--- src/rtl/sfr_pkg.sv ---
`default_nettype none
package sfr_pkg;

   localparam int BYTE_W   = 8;
   localparam int COUNT_W  = 9;
   localparam int ERR_W    = 3;

   localparam logic [BYTE_W-1:0] SYM_SOH = 8'h01;
   localparam logic [BYTE_W-1:0] SYM_STX = 8'h02;
   localparam logic [BYTE_W-1:0] SYM_ETX = 8'h03;
   localparam logic [BYTE_W-1:0] SYM_EOT = 8'h04;
   localparam logic [BYTE_W-1:0] SYM_ENQ = 8'h05;

   // header byte positions after ENQ
   localparam logic [COUNT_W-1:0] HDR_POS_SOH  = 9'd0;
   localparam logic [COUNT_W-1:0] HDR_POS_DEST = 9'd2;
   localparam logic [COUNT_W-1:0] HDR_POS_SRC  = 9'd3;
   localparam logic [COUNT_W-1:0] HDR_POS_FUNC = 9'd4;
   localparam logic [COUNT_W-1:0] HDR_POS_SIZE = 9'd5;
   localparam logic [COUNT_W-1:0] HDR_POS_LAST = 9'd6;

   typedef enum logic [6:0] {
      PH_IDLE   = 7'b0000001,
      PH_HEADER = 7'b0000010,
      PH_STX    = 7'b0000100,
      PH_DATA   = 7'b0001000,
      PH_ETX    = 7'b0010000,
      PH_CKS    = 7'b0100000,
      PH_EOT    = 7'b1000000
   } phase_type;

   typedef enum logic [ERR_W-1:0] {
      ERR_SOH      = 3'd0,
      ERR_HDR_SUM  = 3'd1,
      ERR_DEST     = 3'd2,
      ERR_STX      = 3'd3,
      ERR_ETX      = 3'd4,
      ERR_DATA_SUM = 3'd5,
      ERR_EOT      = 3'd6
   } err_type;

   typedef struct packed {
      logic                send_ack;
      logic                payload_valid;
      logic [BYTE_W-1:0]   payload_byte;
      logic                frame_done;
      logic                frame_good;
      err_type             error_code;
      logic [BYTE_W-1:0]   source_id;
      logic [BYTE_W-1:0]   function_code;
      logic [COUNT_W-1:0]  payload_length;
   } result_type;

   typedef struct packed {
      logic       has_result;
      result_type result;
   } step_type;

endpackage
`default_nettype wire

--- src/rtl/sfr_if.sv ---
`default_nettype none
interface sfr_req_if;
   import sfr_pkg::*;
   logic              valid;
   logic              ready;
   logic [BYTE_W-1:0] rx_byte;

   modport source (output valid, output rx_byte, input ready);
   modport sink (input valid, input rx_byte, output ready);
endinterface

interface sfr_rsp_if;
   import sfr_pkg::*;
   logic               valid;
   logic               ready;
   logic               send_ack;
   logic               payload_valid;
   logic [BYTE_W-1:0]  payload_byte;
   logic               frame_done;
   logic               frame_good;
   logic [ERR_W-1:0]   error_code;
   logic [BYTE_W-1:0]  source_id;
   logic [BYTE_W-1:0]  function_code;
   logic [COUNT_W-1:0] payload_length;

   modport source (output valid, output send_ack, output payload_valid, output payload_byte,
                   output frame_done, output frame_good, output error_code,
                   output source_id, output function_code, output payload_length,
                   input ready);
   modport sink (input valid, input send_ack, input payload_valid, input payload_byte,
                 input frame_done, input frame_good, input error_code,
                 input source_id, input function_code, input payload_length,
                 output ready);
endinterface
`default_nettype wire

--- src/rtl/sfr_in_stage.sv ---
`default_nettype none
module sfr_in_stage (
   input  wire logic                      clock,
   input  wire logic                      reset,
   input  wire logic                      req_valid,
   output      logic                      req_ready,
   input  wire logic [sfr_pkg::BYTE_W-1:0] req_byte,
   input  wire logic                      advance,
   output      logic                      in_valid,
   output      logic [sfr_pkg::BYTE_W-1:0] in_byte
);
   import sfr_pkg::*;

   logic              valid_ff, valid_in;
   logic [BYTE_W-1:0] byte_ff, byte_in;
   logic              take;

   // accept when empty or when the held item moves on this cycle
   assign req_ready = !valid_ff || advance;
   assign take      = req_valid && req_ready;

   always_comb begin
      valid_in = valid_ff;
      byte_in  = byte_ff;
      if (take) begin
         valid_in = 1'b1;
         byte_in  = req_byte;
      end else if (advance) begin
         valid_in = 1'b0;
      end
   end

   always_ff @(posedge clock) begin
      if (reset) begin
         valid_ff <= 1'b0;
      end else begin
         valid_ff <= valid_in;
      end
      byte_ff <= byte_in;
   end

   assign in_valid = valid_ff;
   assign in_byte  = byte_ff;
endmodule
`default_nettype wire

--- src/rtl/sfr_parser.sv ---
`default_nettype none
module sfr_parser (
   input  wire logic                      clock,
   input  wire logic                      reset,
   input  wire logic                      csr_wr_en,
   input  wire logic [sfr_pkg::BYTE_W-1:0] csr_wr_data,
   input  wire logic                      advance,
   input  wire logic [sfr_pkg::BYTE_W-1:0] in_byte,
   output      sfr_pkg::step_type          step
);
   import sfr_pkg::*;

   logic [BYTE_W-1:0]  node_id_ff;
   phase_type          phase_ff, phase_in;
   logic [COUNT_W-1:0] idx_ff, idx_in;
   logic [BYTE_W-1:0]  sum_ff, sum_in;
   logic [BYTE_W-1:0]  size_ff, size_in;
   logic [BYTE_W-1:0]  src_ff, src_in;
   logic [BYTE_W-1:0]  func_ff, func_in;
   logic [BYTE_W-1:0]  dest_ff, dest_in;
   logic [BYTE_W-1:0]  sum_add;
   result_type         hdr_res;
   result_type         res;
   logic               has;

   assign sum_add = sum_ff + in_byte;

   always_comb begin
      hdr_res                = '0;
      hdr_res.source_id      = src_ff;
      hdr_res.function_code  = func_ff;
      hdr_res.payload_length = {1'b0, size_ff} + 9'd1;
   end

   always_comb begin
      phase_in = phase_ff;
      idx_in   = idx_ff;
      sum_in   = sum_ff;
      size_in  = size_ff;
      src_in   = src_ff;
      func_in  = func_ff;
      dest_in  = dest_ff;
      res      = '0;
      has      = 1'b0;
      case (phase_ff)
         PH_IDLE: begin
            if (in_byte == SYM_ENQ) begin
               phase_in     = PH_HEADER;
               idx_in       = '0;
               sum_in       = '0;
               has          = 1'b1;
               res.send_ack = 1'b1;
            end
         end
         PH_HEADER: begin
            if (idx_ff == HDR_POS_SOH && in_byte != SYM_SOH) begin
               has            = 1'b1;
               res.frame_done = 1'b1;
               res.error_code = ERR_SOH;
               phase_in       = PH_IDLE;
               idx_in         = '0;
            end else begin
               sum_in = sum_add;
               idx_in = idx_ff + 9'd1;
               if (idx_ff == HDR_POS_DEST) dest_in = in_byte;
               if (idx_ff == HDR_POS_SRC)  src_in  = in_byte;
               if (idx_ff == HDR_POS_FUNC) func_in = in_byte;
               if (idx_ff == HDR_POS_SIZE) size_in = in_byte;
               if (idx_ff == HDR_POS_LAST) begin
                  has      = 1'b1;
                  idx_in   = '0;
                  phase_in = PH_IDLE;
                  if (sum_add != '0) begin
                     res.frame_done = 1'b1;
                     res.error_code = ERR_HDR_SUM;
                  end else if (dest_ff != node_id_ff) begin
                     res            = hdr_res;
                     res.frame_done = 1'b1;
                     res.error_code = ERR_DEST;
                  end else begin
                     res          = hdr_res;
                     res.send_ack = 1'b1;
                     phase_in     = PH_STX;
                  end
               end
            end
         end
         PH_STX: begin
            if (in_byte != SYM_STX) begin
               has            = 1'b1;
               res            = hdr_res;
               res.frame_done = 1'b1;
               res.error_code = ERR_STX;
               phase_in       = PH_IDLE;
               idx_in         = '0;
            end else begin
               sum_in   = in_byte;
               idx_in   = '0;
               phase_in = PH_DATA;
            end
         end
         PH_DATA: begin
            sum_in = sum_add;
            idx_in = idx_ff + 9'd1;
            // last payload byte when the index reaches size (size + 1 bytes in all)
            if (idx_ff == {1'b0, size_ff}) phase_in = PH_ETX;
            has               = 1'b1;
            res               = hdr_res;
            res.payload_valid = 1'b1;
            res.payload_byte  = in_byte;
         end
         PH_ETX: begin
            if (in_byte != SYM_ETX) begin
               has            = 1'b1;
               res            = hdr_res;
               res.frame_done = 1'b1;
               res.error_code = ERR_ETX;
               phase_in       = PH_IDLE;
               idx_in         = '0;
            end else begin
               sum_in   = sum_add;
               phase_in = PH_CKS;
            end
         end
         PH_CKS: begin
            sum_in = sum_add;
            if (sum_add != '0) begin
               has            = 1'b1;
               res            = hdr_res;
               res.frame_done = 1'b1;
               res.error_code = ERR_DATA_SUM;
               phase_in       = PH_IDLE;
               idx_in         = '0;
            end else begin
               phase_in = PH_EOT;
            end
         end
         PH_EOT: begin
            has      = 1'b1;
            res      = hdr_res;
            phase_in = PH_IDLE;
            idx_in   = '0;
            res.frame_done = 1'b1;
            if (in_byte != SYM_EOT) begin
               res.error_code = ERR_EOT;
            end else begin
               res.send_ack   = 1'b1;
               res.frame_good = 1'b1;
            end
         end
         default: begin
            phase_in = PH_IDLE;
            idx_in   = '0;
         end
      endcase
   end

   always_ff @(posedge clock) begin
      if (reset) begin
         node_id_ff <= '0;
         phase_ff   <= PH_IDLE;
         idx_ff     <= '0;
         sum_ff     <= '0;
         size_ff    <= '0;
         src_ff     <= '0;
         func_ff    <= '0;
         dest_ff    <= '0;
      end else begin
         if (csr_wr_en) node_id_ff <= csr_wr_data;
         if (advance) begin
            phase_ff <= phase_in;
            idx_ff   <= idx_in;
            sum_ff   <= sum_in;
            size_ff  <= size_in;
            src_ff   <= src_in;
            func_ff  <= func_in;
            dest_ff  <= dest_in;
         end
      end
   end

   assign step.has_result = has;
   assign step.result     = res;
endmodule
`default_nettype wire

--- src/rtl/sfr_out_stage.sv ---
`default_nettype none
module sfr_out_stage (
   input  wire logic               clock,
   input  wire logic               reset,
   input  wire logic               advance,
   input  wire sfr_pkg::step_type  step,
   input  wire logic               rsp_ready,
   output      logic               rsp_valid,
   output      logic               out_free,
   output      sfr_pkg::result_type rsp_result
);
   import sfr_pkg::*;

   logic       valid_ff, valid_in;
   result_type res_ff, res_in;

   assign out_free = !valid_ff || rsp_ready;

   always_comb begin
      valid_in = valid_ff;
      res_in   = res_ff;
      if (advance) begin
         valid_in = step.has_result;
         res_in   = step.result;
      end else if (rsp_ready) begin
         valid_in = 1'b0;
      end
   end

   always_ff @(posedge clock) begin
      if (reset) begin
         valid_ff <= 1'b0;
      end else begin
         valid_ff <= valid_in;
      end
      res_ff <= res_in;
   end

   assign rsp_valid  = valid_ff;
   assign rsp_result = res_ff;
endmodule
`default_nettype wire

--- src/rtl/serial_frame_receiver.sv ---
// channel   dir  handshake            payload
// req_chan  in   valid/ready          rx_byte[7:0]
// rsp_chan  out  valid/ready          send_ack, payload_valid, payload_byte, frame_done,
//                                     frame_good, error_code, source_id, function_code,
//                                     payload_length
// csr       in   csr_wr_en            csr_wr_data[7:0] = own node id
//
// One byte per cycle while results are taken: input register, one compare and 8-bit add, result register.
// An accepted byte waits in the input register until it is registered into the result register.
// Synchronous active-high reset returns to waiting for ENQ with node id 0.
// A stalled result holds the input register, so a byte with no result waits as well.
`default_nettype none
module serial_frame_receiver (
   input  wire logic                      clock,
   input  wire logic                      reset,
   input  wire logic                      csr_wr_en,
   input  wire logic [sfr_pkg::BYTE_W-1:0] csr_wr_data,
   sfr_req_if.sink                        req_chan,
   sfr_rsp_if.source                      rsp_chan
);
   import sfr_pkg::*;

   logic              in_valid;
   logic [BYTE_W-1:0] in_byte;
   logic              out_free;
   logic              advance;
   step_type          step;
   result_type        rsp_result;

   // move the held byte through the parser when the result slot is free
   assign advance = in_valid && out_free;

   sfr_in_stage u_in (
      .clock     (clock),
      .reset     (reset),
      .req_valid (req_chan.valid),
      .req_ready (req_chan.ready),
      .req_byte  (req_chan.rx_byte),
      .advance   (advance),
      .in_valid  (in_valid),
      .in_byte   (in_byte)
   );

   sfr_parser u_parser (
      .clock       (clock),
      .reset       (reset),
      .csr_wr_en   (csr_wr_en),
      .csr_wr_data (csr_wr_data),
      .advance     (advance),
      .in_byte     (in_byte),
      .step        (step)
   );

   sfr_out_stage u_out (
      .clock      (clock),
      .reset      (reset),
      .advance    (advance),
      .step       (step),
      .rsp_ready  (rsp_chan.ready),
      .rsp_valid  (rsp_chan.valid),
      .out_free   (out_free),
      .rsp_result (rsp_result)
   );

   assign rsp_chan.send_ack       = rsp_result.send_ack;
   assign rsp_chan.payload_valid  = rsp_result.payload_valid;
   assign rsp_chan.payload_byte   = rsp_result.payload_byte;
   assign rsp_chan.frame_done     = rsp_result.frame_done;
   assign rsp_chan.frame_good     = rsp_result.frame_good;
   assign rsp_chan.error_code     = rsp_result.error_code;
   assign rsp_chan.source_id      = rsp_result.source_id;
   assign rsp_chan.function_code  = rsp_result.function_code;
   assign rsp_chan.payload_length = rsp_result.payload_length;
endmodule
`default_nettype wire

--- src/flat_wrapper.sv ---
// flat-port wrapper written by rule: the top's interface ports become plain ports
module serial_frame_receiver_flat import sfr_pkg::*;
  (clock, reset, csr_wr_en, csr_wr_data, req_chan_valid, req_chan_rx_byte, req_chan_ready, rsp_chan_valid, rsp_chan_send_ack, rsp_chan_payload_valid, rsp_chan_payload_byte, rsp_chan_frame_done, rsp_chan_frame_good, rsp_chan_error_code, rsp_chan_source_id, rsp_chan_function_code, rsp_chan_payload_length, rsp_chan_ready);
  sfr_req_if req_chan_i ();
  sfr_rsp_if rsp_chan_i ();
  input  wire logic clock;
  input  wire logic reset;
  input  wire logic csr_wr_en;
  input  wire logic [sfr_pkg::BYTE_W-1:0] csr_wr_data;
  input wire logic [$bits(req_chan_i.valid)-1:0] req_chan_valid;
  input wire logic [$bits(req_chan_i.rx_byte)-1:0] req_chan_rx_byte;
  output wire logic [$bits(req_chan_i.ready)-1:0] req_chan_ready;
  output wire logic [$bits(rsp_chan_i.valid)-1:0] rsp_chan_valid;
  output wire logic [$bits(rsp_chan_i.send_ack)-1:0] rsp_chan_send_ack;
  output wire logic [$bits(rsp_chan_i.payload_valid)-1:0] rsp_chan_payload_valid;
  output wire logic [$bits(rsp_chan_i.payload_byte)-1:0] rsp_chan_payload_byte;
  output wire logic [$bits(rsp_chan_i.frame_done)-1:0] rsp_chan_frame_done;
  output wire logic [$bits(rsp_chan_i.frame_good)-1:0] rsp_chan_frame_good;
  output wire logic [$bits(rsp_chan_i.error_code)-1:0] rsp_chan_error_code;
  output wire logic [$bits(rsp_chan_i.source_id)-1:0] rsp_chan_source_id;
  output wire logic [$bits(rsp_chan_i.function_code)-1:0] rsp_chan_function_code;
  output wire logic [$bits(rsp_chan_i.payload_length)-1:0] rsp_chan_payload_length;
  input wire logic [$bits(rsp_chan_i.ready)-1:0] rsp_chan_ready;
  assign req_chan_i.valid = req_chan_valid;
  assign req_chan_i.rx_byte = req_chan_rx_byte;
  assign req_chan_ready = req_chan_i.ready;
  assign rsp_chan_valid = rsp_chan_i.valid;
  assign rsp_chan_send_ack = rsp_chan_i.send_ack;
  assign rsp_chan_payload_valid = rsp_chan_i.payload_valid;
  assign rsp_chan_payload_byte = rsp_chan_i.payload_byte;
  assign rsp_chan_frame_done = rsp_chan_i.frame_done;
  assign rsp_chan_frame_good = rsp_chan_i.frame_good;
  assign rsp_chan_error_code = rsp_chan_i.error_code;
  assign rsp_chan_source_id = rsp_chan_i.source_id;
  assign rsp_chan_function_code = rsp_chan_i.function_code;
  assign rsp_chan_payload_length = rsp_chan_i.payload_length;
  assign rsp_chan_i.ready = rsp_chan_ready;
  serial_frame_receiver u_core (.clock(clock), .reset(reset), .csr_wr_en(csr_wr_en), .csr_wr_data(csr_wr_data), .req_chan(req_chan_i), .rsp_chan(rsp_chan_i));
endmodule
--- config.mk ---
export PLATFORM = sky130hd
export DESIGN_NAME = serial_frame_receiver_flat
export DESIGN_NICKNAME = d
export VERILOG_FILES = /design/src/rtl/sfr_pkg.sv /design/src/rtl/sfr_if.sv /design/src/rtl/sfr_in_stage.sv /design/src/rtl/sfr_parser.sv /design/src/rtl/sfr_out_stage.sv /design/src/rtl/serial_frame_receiver.sv /design/src/flat_wrapper.sv
export SDC_FILE = /design/constraint.sdc
export NUM_CORES = 1
export LEC_CHECK = 0
export ABC_AREA = 1
export BUFFER_PORTS_ARGS = -buffer_cell sky130_fd_sc_hd__buf_2
export CAP_MARGIN = 5
export CORE_ASPECT_RATIO = 0.5
export CORE_UTILIZATION = 50
export CTS_CLUSTER_SIZE = 24
export DETAILED_ROUTE_END_ITERATION = 7
export MAX_ROUTING_LAYER = met4
export PLACE_DENSITY = 0.71
export SLEW_MARGIN = 20
export SYNTH_ARGS = -nofsm -noshare
export SYNTH_HDL_FRONTEND = slang
export SYNTH_SLANG_ARGS = --single-unit
--- constraint.sdc ---
create_clock -name clock -period 3.4 [get_ports clock]
set_input_delay 0.17 -clock clock [delete_from_list [all_inputs] [get_ports clock]]
set_output_delay 0.17 -clock clock [all_outputs]
set_load 0.05 [all_outputs]
Yosys cells after proc, flatten, opt, wreduce, memory -nomap -nowiden
Index checks and enable logic that the tools add are counted. Widths: inputs -> output; s select.

Output and inout bits: 42. Bits of input ports: 21. Word-level logic and storage cells: 123. Flip-flop bits (word level): 114.

Bitwise gates (word level): 1. Eq/ne operators: 27. Multiplexer cells: 51. Reductions and logical operators: 21. Add/subtract/negate cells: 3.

Operator list (count): $pmux 39 s6 (1); $mux 30 (3); $mux 40 (2); $mux 25 (2); $mux 9 (5); $pmux 9 s5 (1); $pmux 7 s6 (1); $pmux 8 s5 (1); $mux 7 (5); $mux 8 (4); $eq 9x3->1 const B (3); $reduce_and 4->1 (6); $mux 10 (2); $eq 9x2->1 const B (2); $ne 8x2->1 const B (2); $mux 1 (15); $mux 3 (5); $ne 2x2->1 const B (7); $pmux 1 s6 (2); $add 8x1->9 const B (1); $add 9x1->9 const B (1); $eq 9x8->1 (1); $logic_not 9->1 (1); $add 8x8->8 (1); 23 further kinds (29).

Logic depth before layout (Yosys ltp)
Gate-level depths: netlist (run 1).

Depth in word-level cells: 6. Mapped depth: 17. Mapped depth without buffers: 17.

Cells and area by module
From an unflattened synthesis (run 1), not the netlist that was laid out.

Cell total of the unflattened synthesis: 952. Area, all modules: 6895.4 um^2.

Modules (own cells, without submodules): sfr_parser (area each 5347.6 um^2, times used 1, sequential area each 1281.2 um^2, cells an instance 887); sfr_out_stage (area each 1252.5 um^2, times used 1, sequential area each 1221.2 um^2, cells an instance 49); sfr_in_stage (area each 287.8 um^2, times used 1, sequential area each 260.2 um^2, cells an instance 14); serial_frame_receiver (area each 7.5 um^2, times used 1, sequential area each 0.0 um^2, cells an instance 2).

Worst setup path after synthesis (run 1)
No wires, ideal clock.

Kind: register to register. Start point: reg u_core.u_out.valid_ff, in the netlist u_core.u_out.rsp_valid. End point: reg u_core.u_parser.phase_ff[6]. Setup slack: 886 ps. Cell stages (with the launch flop): 11. Setup time: 128 ps. Period minus slack after synthesis: 2514 ps. Data required time: 3272 ps. Arrival: 2387 ps. Path buffers: 0. Cells stage by stage: dfxtp_1 nand2_1 nand2_1 inv_1 o21ai_2 inv_1 nand2_1 a21oi_1 nor2_1 nor2_1 nor2_1.

Cells in the longest elaborated chain, start to end: 4.

RTL lines: start, declared (RTL line sfr_out_stage.sv:14) `logic valid_ff, valid_in;`; start signal, assigned (RTL line sfr_out_stage.sv:34) `valid_ff <= valid_in;`; $logic_not 1->1 (RTL line sfr_out_stage.sv:17) `assign out_free = !valid_ff || rsp_ready;`; $logic_or 1x1->1 (RTL line sfr_out_stage.sv:17); $logic_and 1x1->1 (RTL line serial_frame_receiver.sv:31) `assign advance = in_valid && out_free;`; named net u_core.advance (RTL line serial_frame_receiver.sv:26) `logic advance;`; $reduce_and 4->1 (no source line); end signal, assigned (RTL line sfr_parser.sv:171) `phase_ff <= phase_in;`; end, declared (RTL line sfr_parser.sv:14) `phase_type phase_ff, phase_in;`.

The timed path passes the listed nets, and every way through them passes these cells. A chain may end at the register's enable or synchronous reset.

==> summary.md, run 1 <==
| Metric | Value |
|---|---|
| Area of the multi-input gates | `2550 sq um` |
| Register area share after synthesis | `47.3%` |
| Hold Crit Class | `primary input to register` |
| Clock sink count | `roughly 110` |
| Sw power | `between 1000 and 1500 uW` |
| CP required | `between 3 and 4 ns` |
| Seq cells post-synth | `~110` |
| Minimum clock period | `2.86 ns` |
| Leak | `around 0.0033 uW` |
| Achievable frequency | `around 350 MHz` |
| Worst-case clock buffer depth | `2` |
| First-pass DRT Iterations | `5` |
| Max FO, Critical Path | `25` |
| Dominant synthesized flop cell | `dfxtp_1` |
| Final Worst Setup Slack | `approximately 0.54 ns` |
| Area delta synth->final | `19.5%` |
| RSZ-0062 raised after global routing | `false` |
| Routed wire per std cell | `between 10 and 15 um` |
| Core Area | `about 11,000 sq um` |
| Post-Synth Simple-Gate Area | `between 20% and 30%` |
| Final Setup Violations | `0` |
| Global-route wire length before repair | `between 20,000 and 25,000 um` |
| RR Endpoint | `u_core.u_out.rsp_result[0]$_DFFE_PP_` |
| Yosys warnings | `0` |
| Clock slew at reported path FFs | `0.06 ns` |
| Layout cells sized above 1 | `19.6%` |
| Synth area leader | `edfxtp_1` |
| Unique cell type count in the Yosys netlist | `43` |
| Share of the synthesized area in the top cell type | `about a quarter` |
| Pwr dens | `564 nW/um^2` |
| Hold Crit Endpoint | `u_core.u_in.in_valid$_SDFFE_PP0P_` |
| Worst-case reg-to-reg path depth | `14` |
| DRT iter0 DRCs | `about 390` |
| Pint | `about 2800 uW` |
| Fin crit share | `84.0%` |
| Post-place setup slack | `0.562 ns` |
| Hold Fails Final Rpt | `0` |
| Max-Cap Viols | `0` |
| Die Area | `12,200 sq um` |
| GPL Wtd Cong | `~0.94` |
| Reg-to-reg startpoint | `u_core.u_in.in_byte[1]$_DFFE_PP_` |
| CTS root buffer | `clkbuf_16` |
| Slew of the pin with the lowest slew margin | `1.03 ns` |
| Xor/xnor share of the synthesized area | `between 2 and 3%` |
| # nets final | `about 830` |
| Post-DP HPWL | `~9300 um` |
| Number of synthesized flops with an enable pin | `48` |
| Routed Antenna Nets | `0` |
| Worst Path Arrival | `around 3.0 ns` |
| Clock network fraction of design power | `44.9%` |
| Setup TNS | `0 ns` |
| Slew Limit Headroom | `30.9%` |
| Total track usage | `roughly a quarter` |
| Outcome | `complete, no violations` |
| Top cells by area, synth | `edfxtp_1 25%, dfxtp_1 23%, nand2_1 8.3%, nor2_1 7.0%, inv_1 5.9%` |
| Diode count | `0` |
| Synth Net Count | `751` |
| Hold wc startpoint | `req_chan_valid` |
| Top Ports | `63` |
| Initial cell density of the core | `between 50 and 60%` |
| Die width | `155 um` |
| Wirelength, routed | `between 10,000 and 15,000 um` |
| Clock Latency Late Sink | `about 0.42 ns` |
| Compound-gate portion of the synthesized area | `around a tenth` |
| Post-CTS sizing | `0` |
| Post-synthesis mux area share | `0%` |
| Ys async rst share | `0%` |
| Commonest cells after routing, fill and taps aside | `130 x nand2_1, 109 x nor2_1, 90 x inv_1` |
| Sw Share | `29.6%` |
| Synth Instances | `between 700 and 800` |
| Layout fillers | `between 900 and 1,000` |
| Largest net degree at the start of global routing | `39` |
| Clk_skew | `about 0.0085 ns` |
| Routed vias/inst | `5.13` |
| Sequential share of power | `39.0%` |
| Synthesized area | `a little under 6000 sq um` |
| Die Y-Extent | `78.5 um` |
| CTS tree | `yes` |
| Logic pwr share | `approximately 16%` |
| Initial antenna violation count | `0` |
| Final count of pins violating max slew | `0` |
| Routed via count | `between 4,000 and 5,000` |
| Row cnt | `27` |
| WHS Path Cells | `3` |
| Syn Area/Cell | `just over 8 sq um` |
| Reg-to-reg setup timing slack | `0.54 ns` |
| # DRC | `0` |
| Port Buffers | `62` |
| Total grt overflow | `0` |
| Crit path kind | `register to register` |
| Vias in the first global route | `4,536` |
| CP Launch Type | `register` |
| CTS buffer count | `17` |
| Maximum vdd drop | `0.000363 V` |
| Post-Synth Adder-Cell Area | `a little under 3%` |
| Combinational family with the most area after synthesis | `simple AND/OR/NAND/NOR gates` |
| Register area | `2760 sq um` |
| Commonest non-fill, non-tap cell in the layout | `nand2_1` |
| CP endpoint kind | `register` |
| H-tree depth | `4` |
==> metal layers <==
| metal | track usage (%) | vias to the layer above | share of wire, % |
|---|---|---|---|
| met1 | 30.9 | 2323 | 48 |
| li1 | - | 2496 | - |
| met3 | 6.24 | 25 | 5.2 |
| met5 | - | - | 0 |
| met4 | 8.91 | 0 | 1.9 |
| met2 | 37.8 | 133 | 45 |
==> repair_timing <==
item / CTS / global route
hold buffers: 16 / 0
endpoints found under the hold margin: 16 / 0
buffers inserted: 0 / 0
==> cell usage after synthesis, drive strengths merged, types with 12 or more instances <==
master    n
a211oi   17
inv     109
ha       12
nand4    13
a21oi    34
nand3    52
edfxtp   48
nand2   151
dfxtp    66
o21ai    38
xnor2    12
nor2    116
==> through the flow <==
stage | utilization (%) | area (sq um) | hold slack, ns | total power, uW | std cells
after global routing | 62.5 | 6990 | 0.0652 | 4100 | 970
after detailed placement | 55.9 | 6250 | 0.348 | 2180 | 922
after global placement | 55.9 | 6250 | 0.347 | 2170 | 922
after floorplan | - | 5850 | 0.269 | 2050 | 717
after CTS | 62.5 | 6990 | 0.0312 | 3950 | 970
final | 62.5 | 6990 | 0.0382 | 3940 | 970
==> registers in the layout (all words and copies together) (netlist names) <==
name,count
u_core.u_parser.src_ff,8
u_core.u_parser.node_id_ff,8
u_core.u_parser.sum_ff,8
u_core.u_out.rsp_valid,1
u_core.u_parser.phase_ff,7
u_core.u_parser.size_ff,8
u_core.u_parser.func_ff,8
u_core.u_out.rsp_result,40
u_core.u_parser.dest_ff,8
u_core.u_parser.idx_ff,9
u_core.u_in.in_valid,1
u_core.u_in.in_byte,8
==> worst max-delay path by stage <==
stage	start	to	depth (start not counted)
after floorplan	u_core.u_out.rsp_valid$_SDFFE_PP0P_	u_core.u_parser.phase_ff[6]$_SDFFE_PP0P_	10
after global placement	u_core.u_in.in_byte[1]$_DFFE_PP_	u_core.u_out.rsp_result[21]$_DFFE_PP_	14
after detailed placement	u_core.u_in.in_byte[1]$_DFFE_PP_	u_core.u_out.rsp_result[3]$_DFFE_PP_	14
after CTS	u_core.u_in.in_byte[1]$_DFFE_PP_	u_core.u_out.rsp_result[3]$_DFFE_PP_	14
after global routing	u_core.u_in.in_byte[1]$_DFFE_PP_	u_core.u_out.rsp_result[15]$_DFFE_PP_	14
final	u_core.u_in.in_byte[1]$_DFFE_PP_	u_core.u_out.rsp_result[0]$_DFFE_PP_	14
==> area by class of cell <==
type	count	area share, %
Clock buffer	18	6.14
Clock inverter	14	2.17
Inverter	109	5.85
Multi-Input combinational cell	476	36.5
Sequential cell	114	39.5
Tap cell	159	2.85
Timing Repair Buffer	80	6.95
==> kinds of logic after synthesis <==
logic type | after synthesis
buffers and inverters | 127
XOR/XNOR | 19
adder cells (fa/ha/maj) | 13
AO/OA/AOI/OAI | 95
AND/OR/NAND/NOR | 349
flip-flops | 114
==> power groups by stage <==
stage | Sequential, uW | Combinational, uW | Clock, uW
2_1_floorplan | 1610 | 436 | 0
3_3_place_gp | 1560 | 605 | 0
3_5_place_dp | 1560 | 612 | 0
4_1_cts | 1530 | 631 | 1780
5_1_grt | 1540 | 715 | 1840
6_report | 1530 | 636 | 1770
==> critical path, cell delays in order, from the launching register on <==
cell and delay, ns:
edfxtp_1 0.46, inv_1 0.19, fa_1 0.44, inv_1 0.07
nand2_1 0.07, nand2_1 0.12, nand3_1 0.10, nand2_2 0.09
nand3_2 0.09, nor2_4 0.14, nand2_2 0.10, a21oi_4 0.17
nand3_4 0.31, nand2_1 0.18, inv_1 0.05
Power figures use the tool's default switching activity.
==> run 2, diff against run 1 <==
--- a/config.mk
+++ b/config.mk
@@ -5,7 +5,7 @@
 export SDC_FILE = /design/constraint.sdc
 export NUM_CORES = 1
 export LEC_CHECK = 0
-export ABC_AREA = 1
+export ABC_AREA = 0
 export BUFFER_PORTS_ARGS = -buffer_cell sky130_fd_sc_hd__buf_2
 export CAP_MARGIN = 5
 export CORE_ASPECT_RATIO = 0.5
@@ -13,7 +13,7 @@
 export CTS_CLUSTER_SIZE = 24
 export DETAILED_ROUTE_END_ITERATION = 7
 export MAX_ROUTING_LAYER = met4
-export PLACE_DENSITY = 0.71
+export PLACE_DENSITY = 0.74
 export SLEW_MARGIN = 20
 export SYNTH_ARGS = -nofsm -noshare
 export SYNTH_HDL_FRONTEND = slang
==> constraint.sdc (replaced) <==
create_clock -name clock -period 2.3 [get_ports clock]
set_input_delay 0.115 -clock clock [delete_from_list [all_inputs] [get_ports clock]]
set_output_delay 0.115 -clock clock [all_outputs]
set_load 0.05 [all_outputs]
==> run 2 against run 1 <==
The run now ends with setup timing left. Synthesized cell count down 25%. Register-to-register slack worse by 1.3 ns. Cell count down 9.5%. Clock power up 56%. Fmax down 6.0%. Sequential power up 42%. Total power up 36%. First-iteration DRC count up 39%. Core utilization up 17 points. Largest cell class is now multi-input combinational cells.
==> summary.md, run 2 <==
| Metric | Value |
|---|---|
| Synth Net Count | `575` |
| Synth area leader | `edfxtp_1` |
| Seq cells post-synth | `114` |
| Global-route wire length before repair | `25,100 um` |
| H-tree depth | `4` |
| GRT met2 Usage | `a little under half` |
| Hold slack | `around 0.095 ns` |
| Leak | `~0.0033 uW` |
| Clock network fraction of design power | `between 50% and 60%` |
| Port Buffers | `62` |
| Syn Area/Cell | `10.1 sq um` |
| GPL Wtd Cong | `roughly 0.94` |
| RSZ-0062 raised after global routing | `true` |
| Routed wire per std cell | `19.8 um` |
| Clock sink count | `roughly 110` |
| Top-count cell post-synth | `nor2_1` |
| Max FO, Critical Path | `9` |
| Number of synthesized flops with an enable pin | `48` |
| Design area | `slightly above 8000 sq um` |
| GRT busiest layer | `met2` |
| Vias in the first global route | `4,915` |
| # DRC | `0` |
| Dominant synthesized flop cell | `dfxtp_1` |
| Top Ports | `63` |
| CP required | `~2.5 ns` |
| # nets final | `around 760` |
| Synth Instances | `541` |
| Core Util, Final | `79.0%` |
| Row cnt | `26` |
| Crit path kind | `register to register` |
| Minimum clock period | `around 3 ns` |
| Slew Limit Headroom | `57.5%` |
| Die Y-Extent | `76.1 um` |
| CTS root buffer | `clkbuf_16` |
| Sw power | `around 1400 uW` |
| Initial antenna violation count | `0` |
| CP Launch Type | `register` |
| Top cells by area, synth | `edfxtp_1 26%, dfxtp_1 24%, mux2i_1 5.1%, nor2_1 4.7%, xnor2_1 3.2%` |
| CTS tree | `yes` |
| Routed Antenna Nets | `0` |
| Layout cells sized above 1 | `a little over two fifths` |
| Final Worst Setup Slack | `-0.739 ns` |
| Area delta synth->final | `50.4%` |
| Die width | `about 150 um` |
| Hold Fails Final Rpt | `0` |
| Sequential share of power | `between 40% and 50%` |
| Diode count | `0` |
| Pint | `between 3000 and 4000 uW` |
| Largest net degree at the start of global routing | `41` |
| Dpl cell area | `about 6600 sq um` |
| Number of flip-flops in the largest register | `40` |
| Share of the synthesized area in the top cell type | `a little over a quarter` |
| Sw Share | `between 20% and 30%` |
| Fin crit share | `132%` |
| Die Area | `11,400 sq um` |
| Clock slew at reported path FFs | `0.06 ns` |
| DRT iter0 DRCs | `between 500 and 600` |
| Yosys warnings | `0` |
| CTS buffer count | `17` |
| GR Util met1 | `a little under two fifths` |
| Ys async rst share | `0%` |
| Placed insts | `798` |
| Final Setup Violations | `87` |
| Wirelength, routed | `17,300 um` |
| Failing checks | `setup timing` |
| Final count of pins violating max slew | `0` |
| Routed vias/inst | `between 5 and 6` |
| Maximum vdd drop | `around 0.00052 V` |
| Max-Cap Viols | `0` |
| Clk_skew | `around 0.009 ns` |
| Routed via count | `slightly above 5,000` |
| Pwr dens | `between 600 and 700 nW/um^2` |
| Core Area | `about 10,000 sq um` |
| Initial cell density of the core | `a little over half` |
| Commonest cells after routing, fill and taps aside | `82 x buf_4, 65 x dfxtp_1, 62 x buf_2` |
| Register area share after synthesis | `between 50% and 60%` |
| Post-DP HPWL | `around 9000 um` |
| Unique cell type count in the Yosys netlist | `between 60 and 70` |
| Clock Latency Late Sink | `between 0.4 and 0.5 ns` |
| Synthesized area | `5490 sq um` |
| Met3 Use GR | `around 5.3%` |
| Slew of the pin with the lowest slew margin | `0.632 ns` |
| Achievable frequency | `about 330 MHz` |
| Logic pwr share | `7.7%` |
| Worst-case clock buffer depth | `2` |
| Total track usage | `slightly below 30%` |
| Final cell count without fillers | `around 880` |
| Total grt overflow | `0` |
| Commonest cells post-synth | `68 x nor2_1, 66 x dfxtp_1, 48 x edfxtp_1` |
| Outcome | `complete, but fails checks` |
| Commonest non-fill, non-tap cell in the layout | `buf_4` |
| CP endpoint kind | `register` |
| First-pass DRT Iterations | `5` |
| Hold Crit Class | `primary input to register` |
| Worst Path Arrival | `approximately 3.2 ns` |
==> run 2: changes by cell type after synthesis, moves of 9 or more <==
cell     change
and2_1      +27
and3_1       +9
inv_1       -79
inv_2       -17
mux2i_1     +28
nand2_1     -86
nand2_2     -19
nand3_1     -30
nor2_1      -41
o21ai_0     -27
==> run 2: area by class of cell <==
cell class                      count  area [sq um]
Multi-Input combinational cell    390          3180
Inverter                           13          48.8
Sequential cell                   114          2760
Timing Repair Buffer              189          1460
Fill cell                         582          2190
Clock buffer                       18           450
Clock inverter                     14           168
Tap cell                          140           175
==> run 2: path summary, 6_finish.rpt <==
check        depth (start not counted)  slack, ns                               startpoint                                      end
max                                 10      -0.74         u_core.u_in.in_byte[1]$_DFFE_PP_    u_core.u_out.rsp_result[23]$_DFFE_PP_
min reg2reg                          2       0.48  u_core.u_parser.func_ff[1]$_SDFFE_PP0P_  u_core.u_parser.func_ff[1]$_SDFFE_PP0P_
min                                  4        0.1                           rsp_chan_ready      u_core.u_out.rsp_valid$_SDFFE_PP0P_
max reg2reg                         10      -0.74         u_core.u_in.in_byte[1]$_DFFE_PP_    u_core.u_out.rsp_result[23]$_DFFE_PP_
==> run 2: worst max-delay path, cell delays in order, from the launching register on <==
cell and delay [ns]:
edfxtp_1 0.44, buf_6 0.16, ha_4 0.23, a211oi_4 0.31, buf_4 0.18, o211ai_1 0.12, o211a_1 0.19, or3_4 0.41
o21ai_4 0.27, nand4b_4 0.22, and2_1 0.25
==> run 2: stage by stage <==
step	setup WS, ns	power (uW)	setup TNS [ns]
after global placement	-0.519	2520	-25.52
after detailed placement	-0.548	2530	-28.15
after CTS	-0.577	5280	-30.20
after floorplan	-0.499	2410	-16.97
after global routing	-0.806	5470	-46.61
final	-0.739	5350	-41.25
==> run 2: logic make-up (layout without fill, tap and decap cells) <==
| group | after synthesis | in the layout | share of synthesized area [%] |
|---|---|---|---|
| simple gates | 225 | 226 | 22.0 |
| flops | 114 | 114 | 50.4 |
| compound gates | 94 | 94 | 11.7 |
| buf+inv | 38 | 234 | 3.08 |
| mux | 29 | 29 | 5.31 |
| xor+xnor | 28 | 28 | 4.47 |
| fa+ha+maj | 13 | 13 | 3.10 |
==> run 2: power groups by stage <==
stage	Combinational (uW)	Clock (uW)	Sequential (uW)
after detailed placement	319	0	2210
final	413	2770	2170
after CTS	365	2740	2170
after floorplan	122	0	2290
after global placement	314	0	2210
after global routing	432	2870	2170
==> run 2: layer usage <==
metal | up-vias | wire length [um]
met3 | 62 | 1450
met2 | 296 | 8350
met5 | - | 0
met4 | 0 | 607
li1 | 2326 | -
met1 | 2500 | 6940
==> run 2: what timing repair did <==
item,4_1_cts,5_1_grt
buffers inserted,19,15
cloned,3,0
hold buffers,17,0
hold endpoints to repair,17,0
gates resized for setup,60,81
endpoints found under the setup margin,87,87
pin swaps,38,46
==> run 3, diff against run 2 <==
--- a/config.mk
+++ b/config.mk
@@ -6,14 +6,14 @@
 export NUM_CORES = 1
 export LEC_CHECK = 0
 export ABC_AREA = 0
-export BUFFER_PORTS_ARGS = -buffer_cell sky130_fd_sc_hd__buf_2
 export CAP_MARGIN = 5
 export CORE_ASPECT_RATIO = 0.5
 export CORE_UTILIZATION = 50
 export CTS_CLUSTER_SIZE = 24
 export DETAILED_ROUTE_END_ITERATION = 7
+export DONT_BUFFER_PORTS = 1
 export MAX_ROUTING_LAYER = met4
-export PLACE_DENSITY = 0.74
+export PLACE_DENSITY = 0.69
 export SLEW_MARGIN = 20
 export SYNTH_ARGS = -nofsm -noshare
 export SYNTH_HDL_FRONTEND = slang
==> run 3 against run 2 <==
The run still ends with setup timing left. Worst setup slack better by 0.057 ns. Worst hold slack got worse by 0.061 ns. Clock skew decreased by 0.0029 ns. Routed wire length down 4.8%. First-iteration DRC count is 16% lower. Cell count decreased by 6.2%.
==> summary.md, run 3 (synthesis results as in run 2) <==
| Metric | Value |
|---|---|
| Outcome | `complete, but fails checks` |
| Failing checks | `setup timing` |
| Critical-path cell list | `ha_2, buf_4, a211oi_2, buf_4, o21ai_2, xnor2_2, or4_4, o21ai_4, buf_12, nand4b_4, and2_1` |
| Pwr dens | `between 600 and 700 nW/um^2` |
| RSZ-0062 raised after global routing | `true` |
| CP endpoint kind | `register` |
| Clk_skew | `roughly 0.006 ns` |
| Max FO, Critical Path | `5` |
| Commonest non-fill, non-tap cell in the layout | `buf_4` |
| Slew Limit Headroom | `between 60% and 70%` |
| Initial cell density of the core | `a little over half` |
| CTS root buffer | `clkbuf_16` |
| Met3 wire len | `between 1000 and 1500 um` |
| Area delta synth->final | `45.3%` |
| # nets final | `between 700 and 800` |
| Design area | `between 7000 and 8000 sq um` |
| Routed wire per std cell | `between 20 and 25 um` |
| DRT iter0 DRCs | `~460` |
| Total track usage | `29.7%` |
| Vias in the first global route | `between 4,000 and 5,000` |
| CP required | `around 2.5 ns` |
| Worst-case clock buffer depth | `2` |
| Final count of pins violating max slew | `0` |
| Routed Antenna Nets | `0` |
| Minimum clock period | `2.98 ns` |
| Achievable frequency | `roughly 340 MHz` |
| Buf/Inv on CP | `3` |
| First-pass DRT Iterations | `5` |
| Met1 wire length | `a little over 7000 um` |
| Commonest cells after routing, fill and taps aside | `81 x buf_4, 64 x dfxtp_1, 60 x nor2_1` |
| Die Area | `11,400 sq um` |
| Diode count | `0` |
| Initial antenna violation count | `0` |
| Row cnt | `26` |
| Top routing layer in use | `met4` |
| Met2 WL post-DR | `~8000 um` |
| Hold Fails Final Rpt | `0` |
| Post-DP HPWL | `roughly 9000 um` |
| Hold Crit Class | `primary input to register` |
| Fin crit share | `130%` |
| Maximum vdd drop | `between 0.0005 and 0.0006 V` |
| CP Launch Type | `register` |
| Largest net degree at the start of global routing | `67` |
| Wirelength, routed | `roughly 17,000 um` |
| Crit path kind | `register to register` |
| Port Buffers | `0` |
| Power Total | `around 5300 uW` |
| H-tree depth | `4` |
| Dpl cell area | `approximately 6300 sq um` |
| Routed vias/inst | `about 6` |
| Die width | `~150 um` |
| Routed via count | `a little under 5,000` |
| Setup TNS | `-30.53 ns` |
| Final Setup Violations | `a little under 90` |
| Core Area | `about 10,000 sq um` |
| Top Ports | `63` |
| # DRC | `0` |
| Die Y-Extent | `between 70 and 80 um` |
| Cell family with most CP delay | `simple AND/OR/NAND/NOR gates` |
| Clock slew at reported path FFs | `around 0.06 ns` |
| Max-Cap Viols | `0` |
| Clock Latency Late Sink | `between 0.4 and 0.5 ns` |
| Worst Path Arrival | `3.15 ns` |
| Slowest stage cell, crit path | `or4_4` |
| Leak | `about 0.0031 uW` |
| CTS tree | `yes` |
| Final Worst Setup Slack | `-0.681 ns` |
| Slew of the pin with the lowest slew margin | `roughly 0.54 ns` |
| Total grt overflow | `0` |
| Clock sink count | `114` |
| Layout cells sized above 1 | `a little under two fifths` |
| Number of flip-flops in the largest register | `40` |
| CTS buffer count | `17` |
| Critical Path Max Stage Delay | `about 0.60 ns` |
| Global-route wire length before repair | `approximately 25,000 um` |
| GPL Wtd Cong | `around 0.92` |
| Most used cell, CP | `buf_4` |
[run 3: routing by layer]
layer / vias to the layer above / global-route usage (%)
li1: 2228 / -
met1: 2411 / 37.6
met2: 216 / 46.2
met3: 45 / 7.37
met4: 0 / 10.3
met5: - / -
[run 3: power by group]
part / internal [uW] / switching [uW]
clock: 1650 / 1090
sequential: 2150 / 101
combinational: 136 / 165
[run 3: worst paths after layout]
check	startpoint	endpoint	slack, ns	depth (start not counted)
min	rsp_chan_ready	u_core.u_out.rsp_valid$_SDFFE_PP0P_	0.03	4
max reg2reg	u_core.u_in.in_byte[0]$_DFFE_PP_	u_core.u_out.rsp_result[22]$_DFFE_PP_	-0.68	11
min reg2reg	u_core.u_parser.func_ff[4]$_SDFFE_PP0P_	u_core.u_parser.func_ff[4]$_SDFFE_PP0P_	0.46	2
max	u_core.u_in.in_byte[0]$_DFFE_PP_	u_core.u_out.rsp_result[22]$_DFFE_PP_	-0.68	11
[run 3: metrics by stage]
step                instances  hold slack, ns  utilization (%)  setup slack (ns)
floorplan                 541           0.214                -            -0.499
global placement          737           0.188             60.1            -0.484
detailed placement        737           0.189             60.1            -0.598
CTS                       814          0.0198             72.8            -0.576
global route              824          0.0341             76.3            -0.726
finish                    824          0.0336             76.3            -0.681
[run 3: final cells by class]
cell class / instances / area, sq um
clock buffers: 19 / 475
clock inverters: 13 / 136
fillers: 635 / 2470
inverters: 13 / 51.3
multi-input cells: 391 / 3150
flip-flops and latches: 114 / 2770
well taps: 140 / 175
repair buffers: 134 / 1220
[run 3: worst register-to-register path: cells and delay by family, from the launching register on]
kind                       cells  cell delay (ns)
buffers and inverters          3             0.45
adders and majority gates      1             0.21
and+or+nand+nor                3             0.99
xor gates and xnor gates       1             0.17
DFF                            1             0.41
AOI/OAI and AO/OA              3             0.50
[run 3: repair_timing]
| item | in CTS | in global routing |
|---|---|---|
| cloned | 4 | 0 |
| hold buffers | 26 | 0 |
| endpoints found under the hold margin | 74 | 0 |
| pin swaps | 23 | 25 |
| resized for setup | 55 | 87 |
| buffers inserted | 16 | 13 |
| endpoints found under the setup margin | 87 | 87 |
